### config.mk
export PLATFORM = sky130hd
export DESIGN_NAME = fpa_div_cell
export DESIGN_NICKNAME = d
export VERILOG_FILES = /design/src/sv/fixed_point_alu_core_macros.svh /design/src/sv/fpa_pkg.sv /design/src/sv/fpa_div_cell.sv
export SDC_FILE = /design/constraint.sdc
export NUM_CORES = 1
export LEC_CHECK = 0
export ABC_AREA = 1
export BUFFER_PORTS_ARGS = -buffer_cell sky130_fd_sc_hd__buf_4
export CAP_MARGIN = 5
export CORE_MARGIN = 3
export CORE_UTILIZATION = 44
export CTS_BUF_LIST = sky130_fd_sc_hd__clkbuf_4 sky130_fd_sc_hd__clkbuf_8
export DETAILED_ROUTE_END_ITERATION = 8
export PLACE_DENSITY = 0.73
export SLEW_MARGIN = 20
export SYNTH_ARGS = -nofsm -noshare
export SYNTH_HDL_FRONTEND = slang
export SYNTH_SLANG_ARGS = --single-unit
### constraint.sdc
create_clock -name clock -period 2.75 [get_ports clock]
set_input_delay 0.4125 -clock clock [delete_from_list [all_inputs] [get_ports clock]]
set_output_delay 0.4125 -clock clock [all_outputs]
set_load 0.02 [all_outputs]
### src/sv/fixed_point_alu_core_macros.svh
// assertion macros for the fixed-point alu
`ifndef FIXED_POINT_ALU_CORE_MACROS_SVH
`define FIXED_POINT_ALU_CORE_MACROS_SVH

// same-cycle implication
`define FPA_ASSERT_NOW(label, clk, rst, ante, cons) \
   label: assert property (@(posedge clk) disable iff (rst) (ante) |-> (cons)) \
      else $error("assertion failed");

// next-cycle implication
`define FPA_ASSERT_NEXT(label, clk, rst, ante, cons) \
   label: assert property (@(posedge clk) disable iff (rst) (ante) |=> (cons)) \
      else $error("assertion failed");

`endif

### src/sv/fpa_pkg.sv
// shared types, codes and helpers for the fixed-point alu
package fpa_pkg;

   localparam int FRAC_BITS_DEFAULT = 8;

   localparam logic [3:0] CMD_ADD = 4'd0;
   localparam logic [3:0] CMD_SUB = 4'd1;
   localparam logic [3:0] CMD_MUL = 4'd2;
   localparam logic [3:0] CMD_DIV = 4'd3;
   localparam logic [3:0] CMD_GT  = 4'd4;
   localparam logic [3:0] CMD_LT  = 4'd5;
   localparam logic [3:0] CMD_GE  = 4'd6;
   localparam logic [3:0] CMD_LE  = 4'd7;
   localparam logic [3:0] CMD_EQ  = 4'd8;
   localparam logic [3:0] CMD_NE  = 4'd9;
   localparam logic [3:0] CMD_MIN = 4'd10;
   localparam logic [3:0] CMD_MAX = 4'd11;
   localparam logic [3:0] CMD_INC = 4'd12;
   localparam logic [3:0] CMD_DEC = 4'd13;
   localparam logic [3:0] CMD_ITF = 4'd14;
   localparam logic [3:0] CMD_FTI = 4'd15;

   localparam logic [1:0] ST_OK   = 2'd0;
   localparam logic [1:0] ST_OVF  = 2'd1;
   localparam logic [1:0] ST_DIV0 = 2'd2;

   localparam logic [31:0] POS_MAX = 32'h7FFF_FFFF;
   localparam logic [31:0] NEG_MAX = 32'h8000_0000;

   typedef struct packed {
      logic [31:0] res;
      logic        ovf;
   } fpa_sat_type;

   typedef struct packed {
      logic [31:0] res;
      logic        cmp;
      logic [1:0]  st;
      logic        is_div;
      logic        neg;
      logic        a_neg;
      logic        div0;
   } fpa_side_type;

   // sign plus magnitude into 32 bits with saturation
   function automatic fpa_sat_type pack_sat(input logic neg, input logic [63:0] m);
      fpa_sat_type r;
      r.ovf = 1'b0;
      if (!neg) begin
         if (m > 64'(POS_MAX)) begin
            r.res = POS_MAX;
            r.ovf = 1'b1;
         end else begin
            r.res = m[31:0];
         end
      end else begin
         if (m > 64'(NEG_MAX)) begin
            r.res = NEG_MAX;
            r.ovf = 1'b1;
         end else begin
            r.res = ~m[31:0] + 32'd1;
         end
      end
      return r;
   endfunction

endpackage

### src/sv/fpa_div_cell.sv
// one restoring divide cell, one quotient bit per cell
module fpa_div_cell #(
   parameter int NW = 32 + fpa_pkg::FRAC_BITS_DEFAULT
) (
   input  logic                  clock,
   input  logic                  reset,
   input  logic                  en,
   input  logic                  in_valid,
   input  fpa_pkg::fpa_side_type in_side,
   input  logic [31:0]           in_rem,
   input  logic [31:0]           in_den,
   input  logic [NW-1:0]         in_nq,
   output logic                  out_valid,
   output fpa_pkg::fpa_side_type out_side,
   output logic [31:0]           out_rem,
   output logic [31:0]           out_den,
   output logic [NW-1:0]         out_nq
);

   logic                  valid_ff;
   fpa_pkg::fpa_side_type side_ff;
   logic [31:0]           rem_ff, den_ff, rem_in;
   logic [NW-1:0]         nq_ff;
   logic [32:0]           shifted, diff;
   logic                  ge;

   assign shifted = {in_rem, in_nq[NW-1]};
   assign ge      = (shifted >= {1'b0, in_den});
   assign diff    = shifted - {1'b0, in_den};
   assign rem_in  = ge ? diff[31:0] : shifted[31:0];

   always_ff @(posedge clock) begin
      if (reset) begin
         valid_ff <= 1'b0;
      end else if (en) begin
         valid_ff <= in_valid;
      end
   end

   always_ff @(posedge clock) begin
      if (en) begin
         side_ff <= in_side;
         rem_ff  <= rem_in;
         den_ff  <= in_den;
         nq_ff   <= {in_nq[NW-2:0], ge};
      end
   end

   assign out_valid = valid_ff;
   assign out_side  = side_ff;
   assign out_rem   = rem_ff;
   assign out_den   = den_ff;
   assign out_nq    = nq_ff;

endmodule

**Word level (Yosys, flattened, before mapping)**

Cells that the tools add are included.

- Register bits after elaboration: 144
- Bits in latches: 0
- RAM bits: 0
- Bits in read-only memories: 0
- Input bits: 147
- Output and inout bits: 144
- Word-level logic and storage cells: 14
- Memories: 0

- Add/subtract/negate cells: 1
- $mul: 0
- Div/mod/pow operators: 0
- $lt $le $gt $ge: 1
- Equal/unequal tests: 0
- Shift-type cells: 0
- Mux-type cells: 1
- Bitwise operators: 0
- Reduce and logical (&&, ||, !) cells: 0

Operator list:

| operator | count |
|---|---|
| 33-bit by 32-bit >= comparator with 1-bit output | 1 |
| 32-bit 2-to-1 mux | 1 |
| 32-bit subtractor | 1 |

**Longest topological paths before layout**

- Word-level depth: 2
- Mapped depth: 16
- Mapped depth without buffers: 14

**Worst setup path after synthesis**

No wires, ideal clock.

- Path type: input to register
- Start: input port in_nq[39]
- End: register rem_ff[16] (netlist: out_rem[16]), data pin
- Library setup time: 0.252 ns
- Data arrival time: 1.758 ns
- Required time: 2.498 ns
- Path slack: 0.740 ns
- Cell stages on the path: 13
- Buffers on the path: 0
- Cell sequence: inv_1 > ha_1 > fa_1 > inv_1 > nand3_1 > nand3_1 > nand2_1 > nand3_1 > nand3_1 > nand2_1 > nand2_1 > nand3_2 > nand2_1

- Cells in the longest elaborated chain, start to end: 2
- Elaborated cells between the ends (all ways): 3
- Those cells by class: add/sub: 1; order compare: 1; mux: 1

Ends and longest elaborated chain:

| element | line | source |
|---|---|---|
| from (decl) | fpa_div_cell.sv:12 | `input logic [NW-1:0] in_nq,` |
| 32-bit subtractor / 33-bit by 32-bit >= comparator with 1-bit output (equally long branches) | fpa_div_cell.sv:29, fpa_div_cell.sv:28 |  |
| 32-bit 2-to-1 mux * | fpa_div_cell.sv:30 | `assign rem_in = ge ? diff[31:0] : shifted[31:0];` |
| net rem_in[16] | fpa_div_cell.sv:22 | `logic [31:0] rem_ff, den_ff, rem_in;` |
| to (signal assigned) | fpa_div_cell.sv:43 | `rem_ff <= rem_in;` |
| to (decl) | fpa_div_cell.sv:22 |  |

Mark *: on every way through the listed nets, which the timed path passes. The rest lies on a longest branch.
A chain may end at the register's enable or synchronous reset.

**Worst setup path in the final report**

- Start: input port in_den[0]
- End: register rem_ff[28] (netlist: out_rem[28]), data pin

- Cells in the longest elaborated chain, start to end: 2
- Elaborated cells between the ends (all ways): 3
- Those cells by class: add/sub: 1; order compare: 1; mux: 1

Ends and longest elaborated chain:

| element | line | source |
|---|---|---|
| from (decl) | fpa_div_cell.sv:11 | `input logic [31:0] in_den,` |
| 32-bit subtractor / 33-bit by 32-bit >= comparator with 1-bit output (equally long branches) | fpa_div_cell.sv:29, fpa_div_cell.sv:28 |  |
| 32-bit 2-to-1 mux * | fpa_div_cell.sv:30 |  |
| net rem_in[28] | fpa_div_cell.sv:22 |  |

Marks and branches as above.

==> metrics list <==
- The flow ran to the end, and the final reports show no timing, DRC or antenna violations.
- In the global route stage, overall resource usage came out at 0.2364.
- Worst setup margin: 766.3 ps
- Gate Count Post-Synth: 793
* Type of element capturing the critical path: flip-flop
* Data required time of the critical path: 2970 ps
* Iteration count of the initial detailed-routing pass: 5
* Worst setup SP type: input pin
- Overall power of the completed layout: 5.891 mW
* Slew at the pin with the worst max-slew slack: 451.2 ps
- Warnings from Yosys: 0
* Destination of the worst register-to-register timing path: out_valid$_SDFFE_PP0P_
* Hold-critical path endpoint: out_valid$_SDFFE_PP0P_
* Number of cells on the worst reg-to-reg path: 2
* Initial detailed-routing violation count: 381
- Antenna violations before repair: 1
- Total CTS buffers: 17
* Critical-path cell list: buf_4, ha_1, fa_1, inv_1, nand3_1, nand3_1, nand3_1, nand2_1, nand2_1, nand2_1, nand2_1, nand3_1, nand2_1
- The largest single stage delay on the critical path is 410 ps.
- Summed over all layers, the global routing overflow is 0.
* Placeable core region: 0.01664 mm2
- Post-CTS timing repair inserted 0 buffers for setup.
- Total wire length after detailed routing: 22.18 mm
- Once the clock tree was built, the resizer swapped 0 gates to a different size.
- Critical path's slowest cell: sky130_fd_sc_hd__fa_1
- Clk Latency, worst-skew pair: 450 ps
* Vert. Die Dim: 136.5 um
* Count of buffers from port buffering: 290
- Count of standard-cell rows: 47
- Measured on the finished design, the core utilization comes to 0.6197.
- Worst EP arrival: 2200 ps
- Summed over all cells, the static leakage comes to 5.175 nW.
- Root buf cell: sky130_fd_sc_hd__clkbuf_8
* Setup repair after global routing missed its margin: no
* Via total after detailed routing: 6201
- A synthesized cell averages 9.443 um2.
- The initial utilization of the core area, before any placement, comes to 0.4500.
* Pins over their slew limit: 0
- Post-synthesis cell type count: 28
* Clock tree from TritonCTS: built
* Vias in the first global route: 5934
- Crit path top cell by count: sky130_fd_sc_hd__nand2_1
* Layout cell share with drive strength beyond 1: 0.3159
- Worst-path fanout max: 3
- In this run the worst setup path begins at in_den[0].
- Final antenna-violating net count: 0
* Power density normalized to cell area: 571.2 mW/mm2
- From synthesis to final layout, the design area changed by 37.73%.
- Across the run, the number of max-cap violations was 0.
- Highest Clock Rate: 504.1 MHz
* Share of the yosys chip area belonging to registers: 0.5761
- Non-Filler Instances: 1331
- Setup slack on the worst reg-to-reg path comes out at 2150 ps.
- For this design, the sink count on the clock tree is 144.
- In this run the most critical hold path is launched from reset.
- Net total in the final layout: 1278
- Number of remaining DRC errors: 0
* Origin of the critical flop-to-flop path: out_valid$_SDFFE_PP0P_
- The mapped netlist covers 0.007488 mm2.
* Tightest slew margin relative to the limit: 0.6992
- In the finished design, the share of the clock period the worst path needs comes to 0.7214.
- IO Pins: 291
* Synthesized Nets: 973
- In this run the horizontal extent of the chip is 136.5 um.
* Pin count of the biggest net entering global routing: 57
- Peak supply drop: 0.2845 mV
* Seq cells post-synth: 144
- After detailed routing, the average wire length per cell comes to 16.66 um.
* Total instance count after detailed placement: 1299
* Clk slew on worst S/H paths: 80 ps
- The total count of hold-check failures in the final report was 0.
- Before CTS, the worst setup slack after placement is 289.9 ps.
- The HPWL after detailed placement is 17.72 mm.
- The path class of the tightest hold or removal check is in -> reg.
- Post-CTS Hold Buffers: 0
* Fin Clk Skew: 0 ps
- The first global-routing pass estimated 32.90 mm of wire.
* Maximum number of buffers from clock root to sink: 2
- Final setup violating endpoints: 0
- 0 antenna diodes ended up in the layout.
- Final Critical Period: 1984 ps
* # fillers: 1492
- Die Outline Area: 0.01862 mm2
* Worst setup path category: in -> reg
- The H-tree generated during clock tree synthesis spans 4 levels.
* Post-Route Setup TNS: 0 ps
- At the end of routability-driven placement, the weighted congestion stood at 0.8953.
* Number of instances on the worst hold path: 2
* Mean number of vias per cell: 4.659
==> per-layer routing <==
layer	part of all wire	vias to the layer above	GRT usage
li1	-	3147	-
met1	0.39	2802	0.2772
met2	0.50	221	0.4125
met3	0.093	29	0.08401
met4	0.018	2	0.06103
met5	0.00059	-	0
==> metrics by stage <==
step | hold slack, ps | instance area [um2]
detailed placement | 521.8 | 9928
global placement | 484.1 | 9928
floorplan | 484.9 | 7488
global route | 69.70 | 10310
finish | 103.8 | 10310
CTS | 82.42 | 10310
==> cells in the mapped netlist, drive strengths merged <==
master,number,area (um2)
mux2i,1,10.01
ha,32,400.4
nor2,39,161.4
nand3b,11,82.58
edfxtp,143,4294
xnor2,1,8.760
nand4,3,18.77
a21o,2,15.01
nand3,67,390.4
nor3,9,60.06
dfxtp,1,20.02
nand2,279,1079
buf,10,86.33
a21oi,21,105.1
and2,8,50.05
fa,1,20.02
xor2,13,113.9
inv,150,563.0
o21ai,2,10.01
==> cells in the final DEF (no fill, tap or decap), drive strengths merged, types with 9 or more instances in the layout <==
master,instances
buf,296
nand2,279
inv,158
edfxtp,143
nand3,67
nor2,39
ha,32
a21oi,21
clkbuf,18
xor2,13
nand3b,11
nor3,9
==> power breakdown <==
group / internal (mW) / leakage [nW] / switching, mW
Clock: 0.754 / 0.185 / 0.927
Combinational: 0.608 / 3.58 / 0.881
Sequential: 2.66 / 1.41 / 0.0608
==> flip-flops by register name (all words and copies together), names as in the netlist <==
register   count
out_den       32
out_nq        40
out_rem       32
out_side      39
out_valid      1
==> worst max-delay path: cells and delay by family <==
family | cells | cell delay (ps)
adder cells (fa/ha/maj) | 2 | 630
AND/OR/NAND/NOR | 9 | 910
buffers and inverters | 2 | 240
==> kinds of logic (layout without fill, tap and decap cells) <==
group	after synthesis	in the layout	share of synthesized area
buffers and inverters	160	478	0.08672
XOR/XNOR	14	14	0.01637
AO/OA/AOI/OAI	25	25	0.01738
adder cells (fa/ha/maj)	33	33	0.05614
multiplexers	1	1	0.001337
AND/OR/NAND/NOR	416	416	0.2460
flip-flops	144	144	0.5761
==> area by class of cell <==
class,count,area [um2],share of cell area
multi-input cells,489,2525,0.2448
well taps,220,275.3,0.02669
clock inverters,14,143.9,0.01395
flip-flops and latches,144,4314,0.4183
clock buffers,18,241.5,0.02341
inverters,150,563.0,0.05459
repair buffers,296,2251,0.2182
==> how the worst max path moves through the flow <==
| stage | to | slack, ps | cells after the start |
|---|---|---|---|
| after floorplan | out_rem[16]$_DFFE_PP_ | 740 | 13 |
| after global placement | out_rem[28]$_DFFE_PP_ | 310 | 13 |
| after detailed placement | out_rem[28]$_DFFE_PP_ | 290 | 13 |
| after CTS | out_rem[28]$_DFFE_PP_ | 800 | 13 |
| after global routing | out_rem[20]$_DFFE_PP_ | 680 | 13 |
| final | out_rem[28]$_DFFE_PP_ | 770 | 13 |
Note: power is estimated with default switching activity, not from simulation.
