File: src/sv/fixed_point_alu_core_macros.svh
// assertion macros for the fixed-point alu
`ifndef FIXED_POINT_ALU_CORE_MACROS_SVH
`define FIXED_POINT_ALU_CORE_MACROS_SVH

// same-cycle implication
`define FPA_ASSERT_NOW(label, clk, rst, ante, cons) \
   label: assert property (@(posedge clk) disable iff (rst) (ante) |-> (cons)) \
      else $error("assertion failed");

// next-cycle implication
`define FPA_ASSERT_NEXT(label, clk, rst, ante, cons) \
   label: assert property (@(posedge clk) disable iff (rst) (ante) |=> (cons)) \
      else $error("assertion failed");

`endif

File: src/sv/fpa_pkg.sv
// shared types, codes and helpers for the fixed-point alu
package fpa_pkg;

   localparam int FRAC_BITS_DEFAULT = 8;

   localparam logic [3:0] CMD_ADD = 4'd0;
   localparam logic [3:0] CMD_SUB = 4'd1;
   localparam logic [3:0] CMD_MUL = 4'd2;
   localparam logic [3:0] CMD_DIV = 4'd3;
   localparam logic [3:0] CMD_GT  = 4'd4;
   localparam logic [3:0] CMD_LT  = 4'd5;
   localparam logic [3:0] CMD_GE  = 4'd6;
   localparam logic [3:0] CMD_LE  = 4'd7;
   localparam logic [3:0] CMD_EQ  = 4'd8;
   localparam logic [3:0] CMD_NE  = 4'd9;
   localparam logic [3:0] CMD_MIN = 4'd10;
   localparam logic [3:0] CMD_MAX = 4'd11;
   localparam logic [3:0] CMD_INC = 4'd12;
   localparam logic [3:0] CMD_DEC = 4'd13;
   localparam logic [3:0] CMD_ITF = 4'd14;
   localparam logic [3:0] CMD_FTI = 4'd15;

   localparam logic [1:0] ST_OK   = 2'd0;
   localparam logic [1:0] ST_OVF  = 2'd1;
   localparam logic [1:0] ST_DIV0 = 2'd2;

   localparam logic [31:0] POS_MAX = 32'h7FFF_FFFF;
   localparam logic [31:0] NEG_MAX = 32'h8000_0000;

   typedef struct packed {
      logic [31:0] res;
      logic        ovf;
   } fpa_sat_type;

   typedef struct packed {
      logic [31:0] res;
      logic        cmp;
      logic [1:0]  st;
      logic        is_div;
      logic        neg;
      logic        a_neg;
      logic        div0;
   } fpa_side_type;

   // sign plus magnitude into 32 bits with saturation
   function automatic fpa_sat_type pack_sat(input logic neg, input logic [63:0] m);
      fpa_sat_type r;
      r.ovf = 1'b0;
      if (!neg) begin
         if (m > 64'(POS_MAX)) begin
            r.res = POS_MAX;
            r.ovf = 1'b1;
         end else begin
            r.res = m[31:0];
         end
      end else begin
         if (m > 64'(NEG_MAX)) begin
            r.res = NEG_MAX;
            r.ovf = 1'b1;
         end else begin
            r.res = ~m[31:0] + 32'd1;
         end
      end
      return r;
   endfunction

endpackage

File: src/sv/fpa_back.sv
// divide rounding, saturation and the output register
module fpa_back #(
   parameter int NW = 32 + fpa_pkg::FRAC_BITS_DEFAULT
) (
   input  logic                  clock,
   input  logic                  reset,
   input  logic                  en,
   input  logic                  in_valid,
   input  fpa_pkg::fpa_side_type in_side,
   input  logic [31:0]           in_rem,
   input  logic [31:0]           in_den,
   input  logic [NW-1:0]         in_nq,
   output logic                  out_valid,
   output logic [31:0]           out_result,
   output logic                  out_cmp,
   output logic [1:0]            out_status
);

   logic                 valid_ff;
   logic [31:0]          result_ff, result_in;
   logic                 cmp_ff;
   logic [1:0]           status_ff, status_in;
   logic                 rnd;
   logic [NW:0]          qr;
   fpa_pkg::fpa_sat_type div_s;

   assign rnd   = ({in_rem, 1'b0} >= {1'b0, in_den});
   assign qr    = {1'b0, in_nq} + (NW+1)'(rnd);
   assign div_s = fpa_pkg::pack_sat(in_side.neg, 64'(qr));

   always_comb begin
      result_in = in_side.res;
      status_in = in_side.st;
      if (in_side.is_div) begin
         if (in_side.div0) begin
            result_in = in_side.a_neg ? fpa_pkg::NEG_MAX : fpa_pkg::POS_MAX;
            status_in = fpa_pkg::ST_DIV0;
         end else begin
            result_in = div_s.res;
            status_in = div_s.ovf ? fpa_pkg::ST_OVF : fpa_pkg::ST_OK;
         end
      end
   end

   always_ff @(posedge clock) begin
      if (reset) begin
         valid_ff <= 1'b0;
      end else if (en) begin
         valid_ff <= in_valid;
      end
   end

   always_ff @(posedge clock) begin
      if (en) begin
         result_ff <= result_in;
         cmp_ff    <= in_side.cmp;
         status_ff <= status_in;
      end
   end

   assign out_valid  = valid_ff;
   assign out_result = result_ff;
   assign out_cmp    = cmp_ff;
   assign out_status = status_ff;

endmodule

File: config.mk
export PLATFORM = sky130hd
export DESIGN_NAME = fpa_back
export DESIGN_NICKNAME = d
export VERILOG_FILES = /design/src/sv/fixed_point_alu_core_macros.svh /design/src/sv/fpa_pkg.sv /design/src/sv/fpa_back.sv
export SDC_FILE = /design/constraint.sdc
export NUM_CORES = 1
export LEC_CHECK = 0
export BUFFER_PORTS_ARGS = -buffer_cell sky130_fd_sc_hd__clkbuf_2
export CAP_MARGIN = 10
export CORE_ASPECT_RATIO = 1.2
export CORE_MARGIN = 2
export CORE_UTILIZATION = 55
export DETAILED_ROUTE_END_ITERATION = 6
export GPL_TIMING_DRIVEN = 0
export HOLD_SLACK_MARGIN = 0.08
export PLACE_DENSITY = 0.95
export SLEW_MARGIN = 40
export SYNTH_ARGS = -nofsm -noshare
export SYNTH_HDL_FRONTEND = slang
export SYNTH_SLANG_ARGS = --single-unit
File: constraint.sdc
create_clock -name clock -period 15.9 [get_ports clock]
set_input_delay 0 -clock clock [delete_from_list [all_inputs] [get_ports clock]]
set_output_delay 0 -clock clock [all_outputs]
set_load 0.05 [all_outputs]
Word level (Yosys, flattened, before mapping)

Cells that the tools add are included.

Register bits: 36
Input bits: 147
Output and inout port bits: 36
Word-level logic and storage cells: 21

$add $sub $neg: 2
Order comparisons: 3
Muxes and demuxes: 11
Bitwise operators: 1

Operator list:

| operator                | number |
|---|---|
| $mux W32                | 5 |
| $add A40 B1 Y41         | 1 |
| $gt A41 B31 Y1 const B  | 1 |
| $gt A41 B32 Y1 const B  | 1 |
| $ge A33 B32 Y1          | 1 |
| $mux W33                | 1 |
| $add A32 B1 Y32 const B | 1 |
| $not A32 Y32            | 1 |
| $mux W2                 | 2 |
| $mux W1                 | 3 |

Longest topological paths before layout

Word-level depth: 9
Mapped depth: 25
Gate-level depth less buffers: 24

Worst setup path after synthesis

OpenSTA, ideal clock, no wires.

Path kind: in2reg
Start: input port in_den[10]
End: register result_ff[25] (netlist: out_result[25]), data pin
Library setup time: 0.145 ns
Arrival: 4.867 ns
Data required time: 15.755 ns
Setup slack: 10.889 ns
Stages on the path: 23
Path buffers: 1
Cells stage by stage: inv_1 -> ha_1 -> a21o_1 -> a21o_1 -> a21o_1 -> a21o_1 -> a21o_1 -> a21o_1 -> a21oi_1 -> a31oi_1 -> or4_1 -> ha_1 -> ha_1 -> buf_2 -> or3_1 -> nor4_1 -> o311ai_0 -> or4_1 -> a21oi_1 -> nand2_1 -> nor4b_2 -> mux2_1 -> o21ai_1

Cells in the longest elaborated chain, start to end: 8
Elaborated cells on any way between the ends: 11
Those cells by class: add/sub (2); order compare (3); mux (5); bitwise (1)

Ends and longest elaborated chain:

| what                 | line           | source |
|---|---|---|
| start, declared      | fpa_back.sv:11 | `input logic [31:0] in_den,` |
| $ge A33 B32 Y1 *     | fpa_back.sv:27 | `assign rnd = ({in_rem, 1'b0} >= {1'b0, in_den});` |
| $add A40 B1 Y41 *    | fpa_back.sv:28 | `assign qr = {1'b0, in_nq} + (NW+1)'(rnd);` |
| $not A32 Y32         | fpa_pkg.sv:61  | `r.res = ~m[31:0] + 32'd1;` |
| $add A32 B1 Y32      | fpa_pkg.sv:61  |  |
| $mux W32             | fpa_pkg.sv:57  | `if (m > 64'(NEG_MAX)) begin` |
| $mux W33 *           | fpa_pkg.sv:49  | `if (!neg) begin` |
| $mux W32 *           | fpa_back.sv:35 | `if (in_side.div0) begin` |
| $mux W32 *           | fpa_back.sv:34 | `if (in_side.is_div) begin` |
| net result_in[25]    | fpa_back.sv:20 | `logic [31:0] result_ff, result_in;` |
| end signal, assigned | fpa_back.sv:55 | `result_ff <= result_in;` |
| end, declared        | fpa_back.sv:20 |  |

The timed path passes the listed nets; every way through them passes the cells marked *.
A chain may end at the register's enable or synchronous reset.

Worst setup path after layout

Start: input port in_rem[17]
End: register result_ff[25] (netlist: out_result[25]), data pin

Cells in the longest elaborated chain, start to end: 8
Elaborated cells on any way between the ends: 11
Those cells by class: add/sub (2); order compare (3); mux (5); bitwise (1)

Ends and longest elaborated chain:

| what              | line           | source |
|---|---|---|
| start, declared   | fpa_back.sv:10 | `input logic [31:0] in_rem,` |
| $ge A33 B32 Y1 *  | fpa_back.sv:27 |  |
| $add A40 B1 Y41 * | fpa_back.sv:28 |  |
| $not A32 Y32      | fpa_pkg.sv:61  |  |
| $add A32 B1 Y32   | fpa_pkg.sv:61  |  |
| $mux W32          | fpa_pkg.sv:57  |  |
| $mux W33 *        | fpa_pkg.sv:49  |  |
| $mux W32 *        | fpa_back.sv:35 |  |
| $mux W32 *        | fpa_back.sv:34 |  |
| net result_in[25] | fpa_back.sv:20 |  |

Marks and branches as above.

==> flow_metrics.tcl <==
set metrics [dict create \
    status "completed" \
    grt_max_degree 37 \
    r2r-start "out_valid$_SDFFE_PP0P_" \
    wl_mm 17.5 \
    drt_pre_antenna_iters 7 \
    cts_max_level 2 \
    row_count 38 \
    num_vias 6238 \
    syn-instance-count 649 \
    synth_area_leaders "edfxtp_1 21%, ha_1 8.6%, xnor2_1 6.0%" \
    grt_pass1_vias 5729 \
    io_buffers 176 \
    slew_headroom 0.463 \
    fin_crit_sh 0.350 \
    cp-start-kind "primary input" \
    synth_top_area_share 0.206 \
    postSynthNetCount 831 \
    drv_cap 0 \
    hold_end "out_result[26]$_DFFE_PP_" \
    drc 0 \
    layout_min_cycle_time_ns 5.56 \
    drive_gt1_frac 0.263 \
    rsz0062_at_grt "no" \
    die-area_mm2 0.0101 \
    p_leak_nw 2.80 \
    ys_warn_count 0 \
    arrival_ns 5.72 \
    post-cts-setup-buffers 0 \
    final_cell_area_mm2 0.00652 \
    hold_depth 3 \
    cp-end-kind "flip-flop" \
    drv_slew 0 \
    crit_fanout 10 \
    clkTransAtPathRegs_ns 0.07 \
    gr-total-overflow 0 \
    synthFlopType "edfxtp_1" \
    peakVddDrop_uv 42.8 \
    worstSetupPathType "in2reg" \
    dr_wl_met3_mm 1.94 \
    r2r_slack_ns 14.75 \
    hp-start "in_side[33]" \
    tightest_slew_ns 0.796 \
    p_clk_frac 0.233 \
    skew_ns 0 \
    power_frac_comb 0.434 \
    hold_violations 0 \
    rr_endpoint "out_valid$_SDFFE_PP0P_" \
    drt-initial-drc-count 626 \
    finalSetupViolations 0 \
    critPathRequiredTime_ns 16.06 \
    async_flop_share 0 \
    highest_layer "met4" \
    ys_types 77 \
    gp_congestion 0.976 \
    p_switching_uw 139 \
    ys_seq_area_frac 0.210 \
    synth-edff-count 35 \
    placed_cell_area_mm2 0.00614 \
    dp_hpwl_mm 13.2 \
    setup_tns_ns 0 \
    post-synth-top-area-cell "edfxtp_1" \
    ys_seq_elements 36 \
    chipHeight_um 109 \
    syn_avg_cell_area_um2 7.86 \
    nNetsFinal 1041 \
    worstRegToRegCells 3 \
    min_path_type "in2reg" \
    fp.dieW_um 91.9 \
    clockRootBuffer "clkbuf_8" \
    core_area_mm2 0.00903 \
    syn_to_final_growth_pct 28.0 \
    wl_met2_mm 8.47 \
    antenna_found_initial 0 \
    routedWlPerCell_um 17.9 \
    grt_usage 0.337 \
    initial_core_util 0.564 \
    switching_share 0.391 \
    antennaDiodeCount 0 \
    clock_tree.buffer_depth 2 \
    postRouteAntennaNets 0 \
    cts_sinks 36 \
    powerDensity_mw_per_mm2 54.5 \
    cts_buffers 5 \
    p_int_uw 216 \
    clock.fmax_mhz 180 \
    viasPerCell 6.37 \
    clock_latency_ns 0.31 \
    syn_area_mm2 0.00510 \
    ios 183 \
    cts_tree "built" \
    p_seq_frac 0.333 \
    wl_met1_mm 6.15 \
    grt_pass1_wl_mm 27.2 \
]
==> cells in the final DEF (no fill, tap or decap), types with 28 or more instances in the layout <==
cell type,netlist,final
clkbuf_2,1,176
nand2_1,50,50
inv_1,47,47
nor2_1,42,42
nand3_1,35,35
xnor2_1,35,35
ha_1,35,35
edfxtp_1,35,35
a21oi_1,30,30
nor3_1,28,28
==> worst max path at each step <==
| stage | startpoint | to | depth (start not counted) |
|---|---|---|---|
| finish | in_rem[17] | out_result[25]$_DFFE_PP_ | 23 |
| global route | in_den[18] | out_result[25]$_DFFE_PP_ | 24 |
| CTS | in_rem[17] | out_result[25]$_DFFE_PP_ | 23 |
| detailed placement | in_den[18] | out_result[25]$_DFFE_PP_ | 24 |
| global placement | in_rem[17] | out_result[25]$_DFFE_PP_ | 23 |
| floorplan | in_den[10] | out_result[25]$_DFFE_PP_ | 23 |
==> flip-flops by register name, indices dropped and copies added, names as in the netlist <==
register    flops
out_result     32
out_status      2
out_cmp         1
out_valid       1
==> worst max-delay path, stage by stage <==
cell      delay, ns
clkbuf_2       0.09
ha_1           0.30
a21o_1         0.17
a21o_1         0.17
a21o_1         0.17
a21o_1         0.18
a21oi_1        0.13
o21ai_0        0.17
o21ai_0        0.25
a31oi_1        0.06
or4_1          0.42
ha_1           0.23
ha_1           0.21
buf_2          0.19
or3_1          0.38
nor4_1         0.24
o311ai_0       0.30
or4_1          0.70
a21oi_1        0.41
nand2_1        0.20
nor4b_2        0.27
mux2_1         0.36
o21ai_1        0.13
==> Yosys cell counts, types with 14 or more instances <==
cell / number
nor4_1: 16
edfxtp_1: 35
nor2_1: 42
inv_1: 47
nand4_1: 23
a21oi_1: 30
clkbuf_1: 15
xor2_1: 15
nand2_1: 50
o21ai_0: 25
and3_1: 14
xnor2_1: 35
nor3_1: 28
nand3_1: 35
ha_1: 35
==> cells by family after synthesis <==
logic type                 synth area share
AOI/OAI and AO/OA                     0.227
xor gates and xnor gates             0.0859
adders and majority gates            0.0859
buffers and inverters                0.0704
DFF                                   0.210
muxes                                0.0204
and+or+nand+nor                       0.300
==> cell type report <==
type	instances	area [um2]
multi-input cells	532	3680
fillers	721	2510
repair buffers	203	1150
flip-flops and latches	36	1070
plain buffers	34	183
inverters	47	176
well taps	120	150
clock buffers	5	68.8
clock inverters	3	42.5
==> power groups by stage <==
stage,Sequential [mW],Clock [mW],Combinational [mW]
floorplan,0.152,0,0.0619
global route,0.119,0.0863,0.165
detailed placement,0.119,0,0.144
global placement,0.119,0,0.141
CTS,0.117,0.0801,0.150
finish,0.118,0.0828,0.154
==> layer usage <==
layer	track usage	vias to the layer above
li1	-	2895
met1	0.384	2700
met2	0.609	549
met3	0.0487	94
met4	0.183	0
met5	0	-
==> stage by stage <==
step / utilization / worst slack, ns / std cells / power [mW] / hold WS [ns]
after floorplan: - / 10.89 / 649 / 0.214 / 0.0724
after global placement: 0.679 / 10.20 / 945 / 0.260 / 0.159
after detailed placement: 0.679 / 10.13 / 945 / 0.263 / 0.163
after CTS: 0.721 / 10.42 / 980 / 0.347 / 0.0882
after global routing: 0.722 / 10.06 / 980 / 0.370 / 0.0824
final: 0.722 / 10.34 / 980 / 0.355 / 0.0906
==> what timing repair did <==
item | 4_1_cts | 5_1_grt
hold buffers | 27 | 0
gates resized for setup | 0 | 0
endpoints found under the hold margin | 26 | 0
Power figures use the tool's default switching activity.
