$ cat src/sv/fixed_point_alu_core_macros.svh
// assertion macros for the fixed-point alu
`ifndef FIXED_POINT_ALU_CORE_MACROS_SVH
`define FIXED_POINT_ALU_CORE_MACROS_SVH

// same-cycle implication
`define FPA_ASSERT_NOW(label, clk, rst, ante, cons) \
   label: assert property (@(posedge clk) disable iff (rst) (ante) |-> (cons)) \
      else $error("assertion failed");

// next-cycle implication
`define FPA_ASSERT_NEXT(label, clk, rst, ante, cons) \
   label: assert property (@(posedge clk) disable iff (rst) (ante) |=> (cons)) \
      else $error("assertion failed");

`endif

$ cat src/sv/fpa_pkg.sv
// shared types, codes and helpers for the fixed-point alu
package fpa_pkg;

   localparam int FRAC_BITS_DEFAULT = 8;

   localparam logic [3:0] CMD_ADD = 4'd0;
   localparam logic [3:0] CMD_SUB = 4'd1;
   localparam logic [3:0] CMD_MUL = 4'd2;
   localparam logic [3:0] CMD_DIV = 4'd3;
   localparam logic [3:0] CMD_GT  = 4'd4;
   localparam logic [3:0] CMD_LT  = 4'd5;
   localparam logic [3:0] CMD_GE  = 4'd6;
   localparam logic [3:0] CMD_LE  = 4'd7;
   localparam logic [3:0] CMD_EQ  = 4'd8;
   localparam logic [3:0] CMD_NE  = 4'd9;
   localparam logic [3:0] CMD_MIN = 4'd10;
   localparam logic [3:0] CMD_MAX = 4'd11;
   localparam logic [3:0] CMD_INC = 4'd12;
   localparam logic [3:0] CMD_DEC = 4'd13;
   localparam logic [3:0] CMD_ITF = 4'd14;
   localparam logic [3:0] CMD_FTI = 4'd15;

   localparam logic [1:0] ST_OK   = 2'd0;
   localparam logic [1:0] ST_OVF  = 2'd1;
   localparam logic [1:0] ST_DIV0 = 2'd2;

   localparam logic [31:0] POS_MAX = 32'h7FFF_FFFF;
   localparam logic [31:0] NEG_MAX = 32'h8000_0000;

   typedef struct packed {
      logic [31:0] res;
      logic        ovf;
   } fpa_sat_type;

   typedef struct packed {
      logic [31:0] res;
      logic        cmp;
      logic [1:0]  st;
      logic        is_div;
      logic        neg;
      logic        a_neg;
      logic        div0;
   } fpa_side_type;

   // sign plus magnitude into 32 bits with saturation
   function automatic fpa_sat_type pack_sat(input logic neg, input logic [63:0] m);
      fpa_sat_type r;
      r.ovf = 1'b0;
      if (!neg) begin
         if (m > 64'(POS_MAX)) begin
            r.res = POS_MAX;
            r.ovf = 1'b1;
         end else begin
            r.res = m[31:0];
         end
      end else begin
         if (m > 64'(NEG_MAX)) begin
            r.res = NEG_MAX;
            r.ovf = 1'b1;
         end else begin
            r.res = ~m[31:0] + 32'd1;
         end
      end
      return r;
   endfunction

endpackage

$ cat src/sv/fpa_front.sv
// operand decode, multiply and non-divide results, two stages
module fpa_front #(
   parameter int FRAC_BITS = fpa_pkg::FRAC_BITS_DEFAULT,
   parameter int NW = 32 + FRAC_BITS
) (
   input  logic                clock,
   input  logic                reset,
   input  logic                en,
   input  logic                in_valid,
   input  logic [3:0]          cmd,
   input  logic signed [31:0]  operand_a,
   input  logic signed [31:0]  operand_b,
   output logic                out_valid,
   output fpa_pkg::fpa_side_type out_side,
   output logic [31:0]         out_rem,
   output logic [31:0]         out_den,
   output logic [NW-1:0]       out_nq
);

   logic               v1_ff;
   logic [3:0]         cmd_ff;
   logic signed [31:0] a_ff, b_ff;
   logic [31:0]        ma_ff, mb_ff;
   logic [63:0]        prod_ff;
   logic [31:0]        ma_in, mb_in;

   logic               v2_ff;
   fpa_pkg::fpa_side_type side_ff, side_in;
   logic [31:0]        den_ff;
   logic [NW-1:0]      nq_ff;

   logic [63:0]        mul_q, itf_m, fti_m;
   fpa_pkg::fpa_sat_type mul_s, itf_s, fti_s;
   logic               le;

   assign ma_in = operand_a[31] ? (~operand_a + 32'd1) : operand_a;
   assign mb_in = operand_b[31] ? (~operand_b + 32'd1) : operand_b;

   always_ff @(posedge clock) begin
      if (reset) begin
         v1_ff <= 1'b0;
         v2_ff <= 1'b0;
      end else if (en) begin
         v1_ff <= in_valid;
         v2_ff <= v1_ff;
      end
   end

   always_ff @(posedge clock) begin
      if (en) begin
         cmd_ff  <= cmd;
         a_ff    <= operand_a;
         b_ff    <= operand_b;
         ma_ff   <= ma_in;
         mb_ff   <= mb_in;
         prod_ff <= 64'(ma_in) * 64'(mb_in);
         side_ff <= side_in;
         den_ff  <= mb_ff;
         nq_ff   <= NW'({ma_ff, {FRAC_BITS{1'b0}}});
      end
   end

   assign mul_q = (prod_ff + (64'd1 << (FRAC_BITS - 1))) >> FRAC_BITS;
   assign itf_m = {32'd0, ma_ff} << FRAC_BITS;
   assign fti_m = {32'd0, ma_ff} >> FRAC_BITS;
   assign mul_s = fpa_pkg::pack_sat(a_ff[31] ^ b_ff[31], mul_q);
   assign itf_s = fpa_pkg::pack_sat(a_ff[31], itf_m);
   assign fti_s = fpa_pkg::pack_sat(a_ff[31], fti_m);
   assign le    = (a_ff <= b_ff);

   always_comb begin
      side_in        = '0;
      side_in.neg    = a_ff[31] ^ b_ff[31];
      side_in.a_neg  = a_ff[31];
      side_in.div0   = (b_ff == 32'sd0);
      side_in.st     = fpa_pkg::ST_OK;
      unique case (cmd_ff)
         fpa_pkg::CMD_ADD: side_in.res = a_ff + b_ff;
         fpa_pkg::CMD_SUB: side_in.res = a_ff - b_ff;
         fpa_pkg::CMD_MUL: begin
            side_in.res = mul_s.res;
            side_in.st  = mul_s.ovf ? fpa_pkg::ST_OVF : fpa_pkg::ST_OK;
         end
         fpa_pkg::CMD_DIV: side_in.is_div = 1'b1;
         fpa_pkg::CMD_GT:  side_in.cmp = (a_ff > b_ff);
         fpa_pkg::CMD_LT:  side_in.cmp = (a_ff < b_ff);
         fpa_pkg::CMD_GE:  side_in.cmp = (a_ff >= b_ff);
         fpa_pkg::CMD_LE:  side_in.cmp = le;
         fpa_pkg::CMD_EQ:  side_in.cmp = (a_ff == b_ff);
         fpa_pkg::CMD_NE:  side_in.cmp = (a_ff != b_ff);
         fpa_pkg::CMD_MIN: side_in.res = le ? a_ff : b_ff;
         fpa_pkg::CMD_MAX: side_in.res = le ? b_ff : a_ff;
         fpa_pkg::CMD_INC: side_in.res = a_ff + 32'sd1;
         fpa_pkg::CMD_DEC: side_in.res = a_ff - 32'sd1;
         fpa_pkg::CMD_ITF: begin
            side_in.res = itf_s.res;
            side_in.st  = itf_s.ovf ? fpa_pkg::ST_OVF : fpa_pkg::ST_OK;
         end
         fpa_pkg::CMD_FTI: side_in.res = fti_s.res;
         default: side_in.res = '0;
      endcase
   end

   assign out_valid = v2_ff;
   assign out_side  = side_ff;
   assign out_rem   = '0;
   assign out_den   = den_ff;
   assign out_nq    = nq_ff;

endmodule

$ cat config.mk
export PLATFORM = sky130hd
export DESIGN_NAME = fpa_front
export DESIGN_NICKNAME = d
export VERILOG_FILES = /design/src/sv/fixed_point_alu_core_macros.svh /design/src/sv/fpa_pkg.sv /design/src/sv/fpa_front.sv
export SDC_FILE = /design/constraint.sdc
export NUM_CORES = 2
export LEC_CHECK = 0
export BUFFER_PORTS_ARGS = -buffer_cell sky130_fd_sc_hd__buf_2
export CELL_PAD_IN_SITES_DETAIL_PLACEMENT = 0
export CELL_PAD_IN_SITES_GLOBAL_PLACEMENT = 1
export CORE_AREA = 2 2 429 431
export CTS_CLUSTER_SIZE = 8
export DETAILED_ROUTE_END_ITERATION = 12
export DIE_AREA = 0 0 431 433
export PLACE_DENSITY = 0.59
export SYNTH_ARGS = -nofsm -noshare
export SYNTH_HDL_FRONTEND = slang
export SYNTH_SLANG_ARGS = --single-unit
$ cat constraint.sdc
create_clock -name clock -period 16.1 [get_ports clock]
set_clock_uncertainty 0.15 [all_clocks]
set_input_delay 2.415 -clock clock [delete_from_list [all_inputs] [get_ports clock]]
set_output_delay 2.415 -clock clock [all_outputs]
set_load 0.05 [all_outputs]
# Word level (Yosys, flattened, before mapping)
# Cells that the tools add are included.
# word_totals
regBits	301
wordCells	88
# op_classes
n_addsub	10
bitwise	6
order_cmp	10
n_reduce_logical	2
n_eq_ne	17
mux	25
n_mul	1
# op_table
operator	n
32-bit two-way mux	9
32-bit one-hot mux with 9 select lines	1
32-bit by 1-bit adder with 32-bit output (second input constant)	5
32-bit inverter	4
33-bit two-way mux	3
64-bit by 8-bit adder with 64-bit output (second input constant)	1
32-bit by 32-bit multiplier with 64-bit output	1
56-bit by 31-bit greater-than comparator with 1-bit output (second input constant)	1
56-bit by 32-bit greater-than comparator with 1-bit output (second input constant)	1
40-bit by 31-bit greater-than comparator with 1-bit output (second input constant)	1
40-bit by 32-bit greater-than comparator with 1-bit output (second input constant)	1
32-bit by 2-bit adder with 32-bit output (second input constant)	1
32-bit adder	1
32-bit == test	1
4-bit == test (second input constant)	8
32-bit greater-or-equal comparator	1
24-bit by 32-bit greater-than comparator with 1-bit output (second input constant)	1
32-bit greater-than comparator	1
32-bit <= comparator	1
32-bit logical NOT	1
32-bit < comparator	1
32-bit != test	1
24-bit inverter with 32-bit output	1
32-bit by 2-bit subtractor with 32-bit output (second input constant)	1
other kinds (11)	23

# Logic depth before layout (Yosys ltp)
# logic_depth
ltp_word	7
depth_mapped	43
mapped_depth_nobuf	40

# Worst setup path before layout
# Ideal clock, no wire load.
# synth_timing
path_kind	input to register
from	in operand_a[0]
to	reg prod_ff[57] (data pin)
cell_stages	39
t_arrival_ns	11.977
path_buffers	2
setup_time_ns	0.262
slack_ns	3.711
t_required_ns	15.688
path_cell_list	inv_1 -> clkbuf_1 -> ha_1 -> nand2_1 -> nor4_1 -> nand2_1 -> or4_1 -> or4_1 -> nor2_1 -> nand2_1 -> o21ai_0 -> xor2_1 -> inv_2 -> clkbuf_1 -> nand2_1 -> fa_1 -> inv_1 -> fa_1 -> [... 3 more ...] -> inv_1 -> fa_1 -> fa_1 -> fa_1 -> inv_1 -> fa_1 -> inv_1 -> ha_1 -> a21o_1 -> a21o_1 -> a21oi_1 -> o22ai_1 -> a211oi_1 -> a21oi_1 -> o211ai_1 -> or3b_2 -> o31ai_1 -> xnor2_1
# synth_between
elab_chain_len	4
# synth_rtl
element	line	rtl
start: declaration	fpa_front.sv:11	input logic signed [31:0] operand_a,
32-bit inverter	fpa_front.sv:36	assign ma_in = operand_a[31] ? (~operand_a + 32'd1) : operand_a;
32-bit by 1-bit adder with 32-bit output	fpa_front.sv:36	
32-bit two-way mux	fpa_front.sv:36	
named net ma_in[30]	fpa_front.sv:25	logic [31:0] ma_in, mb_in;
32-bit by 32-bit multiplier with 64-bit output	fpa_front.sv:56	prod_ff <= 64'(ma_in) * 64'(mb_in);
end signal: assignment	fpa_front.sv:56	
end: declaration	fpa_front.sv:24	logic [63:0] prod_ff;
# The timed path passes the listed nets, and every way through them passes these cells.
# A chain may end at the register's enable or synchronous reset.

# Worst setup path in the final report
# layout_timing
from	in operand_b[0]
to	reg prod_ff[57] (data pin)
# layout_between
elab_chain_len	4
# layout_rtl
element	line	rtl
start: declaration	fpa_front.sv:12	input logic signed [31:0] operand_b,
32-bit inverter	fpa_front.sv:37	assign mb_in = operand_b[31] ? (~operand_b + 32'd1) : operand_b;
32-bit by 1-bit adder with 32-bit output	fpa_front.sv:37	
32-bit two-way mux (*)	fpa_front.sv:37	
32-bit by 32-bit multiplier with 64-bit output (*)	fpa_front.sv:56	
# Every way passes the cells marked *; elsewhere a longest branch is shown, timed or not.

==> flow_summary.ini <==
[outcome]
outcome = finished, final reports clean

[drt]
drc_errors = 0
vias = 40400
first_pass_iters = 8
drt_iter0_markers = 3221
routedWlPerCell_um = 25.4
routed_via_density = 5.01
ant_nets = 0
drt-total-wl_um = 205000

[timing]
hold_viol = 0
slew_violations = 0
setup_viol = 0
post-route-min-period_ps = 13940
relSlewSlack_pct = 9.69
rsz0062_at_grt = no
period_share_pct = 86.6
tns_ps = 0
worstMarginPinSlew_ps = 1350
fmax_mhz = 71.7

[setup_path]
worstSetupPathType = in2reg
r2r_cells = 11
timing.critical_path.from = operand_b[0]
worstSetupEndpointType = register
crit_arrival_ps = 14190
slowest_stage = inv_1
cp_max_fo = 24
crit_top_cell = fa_1
r2r_setup_slack_ps = 10160
endpoint = prod_ff[57]
required_ps = 16340
cpPeakStageDelay_ps = 710
rr_startpoint = prod_ff[8]
r2r-end = out_side[16]
cp-start-kind = input pin

[logic_synthesis]
ys_ff_latch = 291
synth.largest_area_cell = fa_1
synthTopCellsByArea = fa_1 35%, edfxtp_1 17%, ha_1 8.2%
synthFlopType = edfxtp_1
yosysWarnings = 0
ys_seq_area_share_pct = 17.2
synth_area_sq_um = 50800
async_reset_ff_share_pct = 0
synth_cell_types = 89
synth_edf_count = 289
postSynthAreaPerCell_sq_um = 9.13
synth_cells = 5561
synth_top_area_share_pct = 35.4

[clocking]
htreeDepth = 2
post_cts_buffers = 0
clockRootBuffer = clkbuf_16
cts_tree = yes
cts_resized = 0
clk_latency_ps = 670
clkTransAtPathRegs_ps = 50
cts_sinks = 291
numCtsBuffers = 48
hold_buffers = 0
clk_path_buf_depth = 3

[run]
maxCapViolCount = 0

[global_routing]
first_global_vias = 41800
grt_max_degree = 72
grt_overflow_total = 0
antenna_found_initial = 27
grt_pass1_wl_um = 297000
grtUsageTotal_pct = 22.0

[die]
initial_core_util_pct = 27.9
dieArea_sq_um = 187000
fp.dieH_um = 433
rows = 157
fp.dieW_um = 431
io_pins = 216
core_sq_um = 182000

[final_layout]
final_nets = 6958
syn_to_final_growth_pct = 10.9
drive_above_1_share_pct = 8.15
fin_area_sq_um = 56300
fillers = 19200

[placed_design]
postPlaceCellArea_sq_um = 54800
place_hpwl_um = 164000
io_buffers = 174
place.gp.congestion = 0.933

[min_path]
worstHoldPathType = reg2reg
hold_depth = 0
==> worst min-delay path by stage <==
stage / slack, ps / to / startpoint
2_1_floorplan: 250 / out_den[10] / mb_ff[10]
3_3_place_gp: 250 / out_den[14] / mb_ff[14]
3_5_place_dp: 260 / out_den[14] / mb_ff[14]
4_1_cts: 260 / out_den[12] / mb_ff[12]
5_1_grt: 280 / out_den[5] / mb_ff[5]
6_report: 260 / out_den[12] / mb_ff[12]
==> worst max-delay path, delay by kind of cell <==
family                     cells  cell delay, ps
adders and majority gates      9            4490
and+or+nand+nor                8            3310
AOI/OAI and AO/OA              8            2170
buffers and inverters          8            1630
xor gates and xnor gates       1              90
==> synth_stat cells, types with 49 or more instances <==
cell      count
inv_1      1061
ha_1        331
xnor2_1     164
xor2_1      121
o21ai_0     105
clkbuf_1    213
nor3_1       49
a21oi_1     167
a21o_1       62
nand2_1     612
nand3_1      73
nor2_1      694
fa_1        897
nand4_1      52
edfxtp_1    289
==> cell type report <==
type / instances / area, sq um / area share (%)
clock buffers: 54 / 1240 / 2.21
multi-input cells: 3946 / 37300 / 66.2
flip-flops and latches: 291 / 8720 / 15.5
diodes: 8 / 20.0 / 0.0356
repair buffers: 292 / 1770 / 3.14
clock inverters: 17 / 220 / 0.391
well taps: 2385 / 2980 / 5.30
inverters: 1079 / 4050 / 7.19
==> cells by family after synthesis <==
kind of cell / Yosys count / synth area share, %
simple gates: 1718 / 14.7
buf+inv: 1364 / 10.5
fa+ha+maj: 1228 / 43.5
compound gates: 620 / 8.06
flops: 291 / 17.2
xor+xnor: 285 / 4.92
mux: 54 / 1.10
other cells: 1 / 0.00739
==> flip-flops by register name, summed over array words and instances, names as in the netlist <==
register   count
out_nq        32
cmd_ff         4
out_valid      1
prod_ff       57
b_ff          32
a_ff          32
out_side      38
ma_ff         31
out_den       32
mb_ff         31
v1_ff          1
==> cell usage in the layout (no fill, tap or decap), types with 49 or more instances in the layout <==
cell type / n
edfxtp_1: 289
fa_1: 897
o21ai_0: 105
ha_1: 331
nor3_1: 49
nand2_1: 612
buf_2: 173
buf_4: 118
nand3_1: 73
xor2_1: 88
xnor2_1: 148
nor2_1: 692
inv_1: 1060
nand4_1: 52
a21o_1: 62
a21oi_1: 167
clkbuf_16: 49
==> layer usage <==
layer	up-vias	track usage, %	routed length (um)	share of wire (%)
li1	17600	-	-	-
met1	21100	29.2	87500	43
met2	1397	36.5	97000	47
met3	306	2.61	11300	5.5
met4	2	8.56	9080	4.4
met5	-	0	20	0.0098
==> metrics by stage <==
stage | hold WS [ps] | std cells | setup slack, ps | utilization [%]
6_report | 262 | 8072 | 2160 | 30.9
5_1_grt | 279 | 8069 | 1700 | 30.9
4_1_cts | 265 | 8064 | 2150 | 30.9
3_5_place_dp | 256 | 7993 | 1490 | 30.1
3_3_place_gp | 254 | 7993 | 1540 | 30.1
2_1_floorplan | 250 | 5601 | 3710 | -
Power is not shown: default switching activity piles up to over one toggle a cycle in this logic, so the estimate is an artifact.
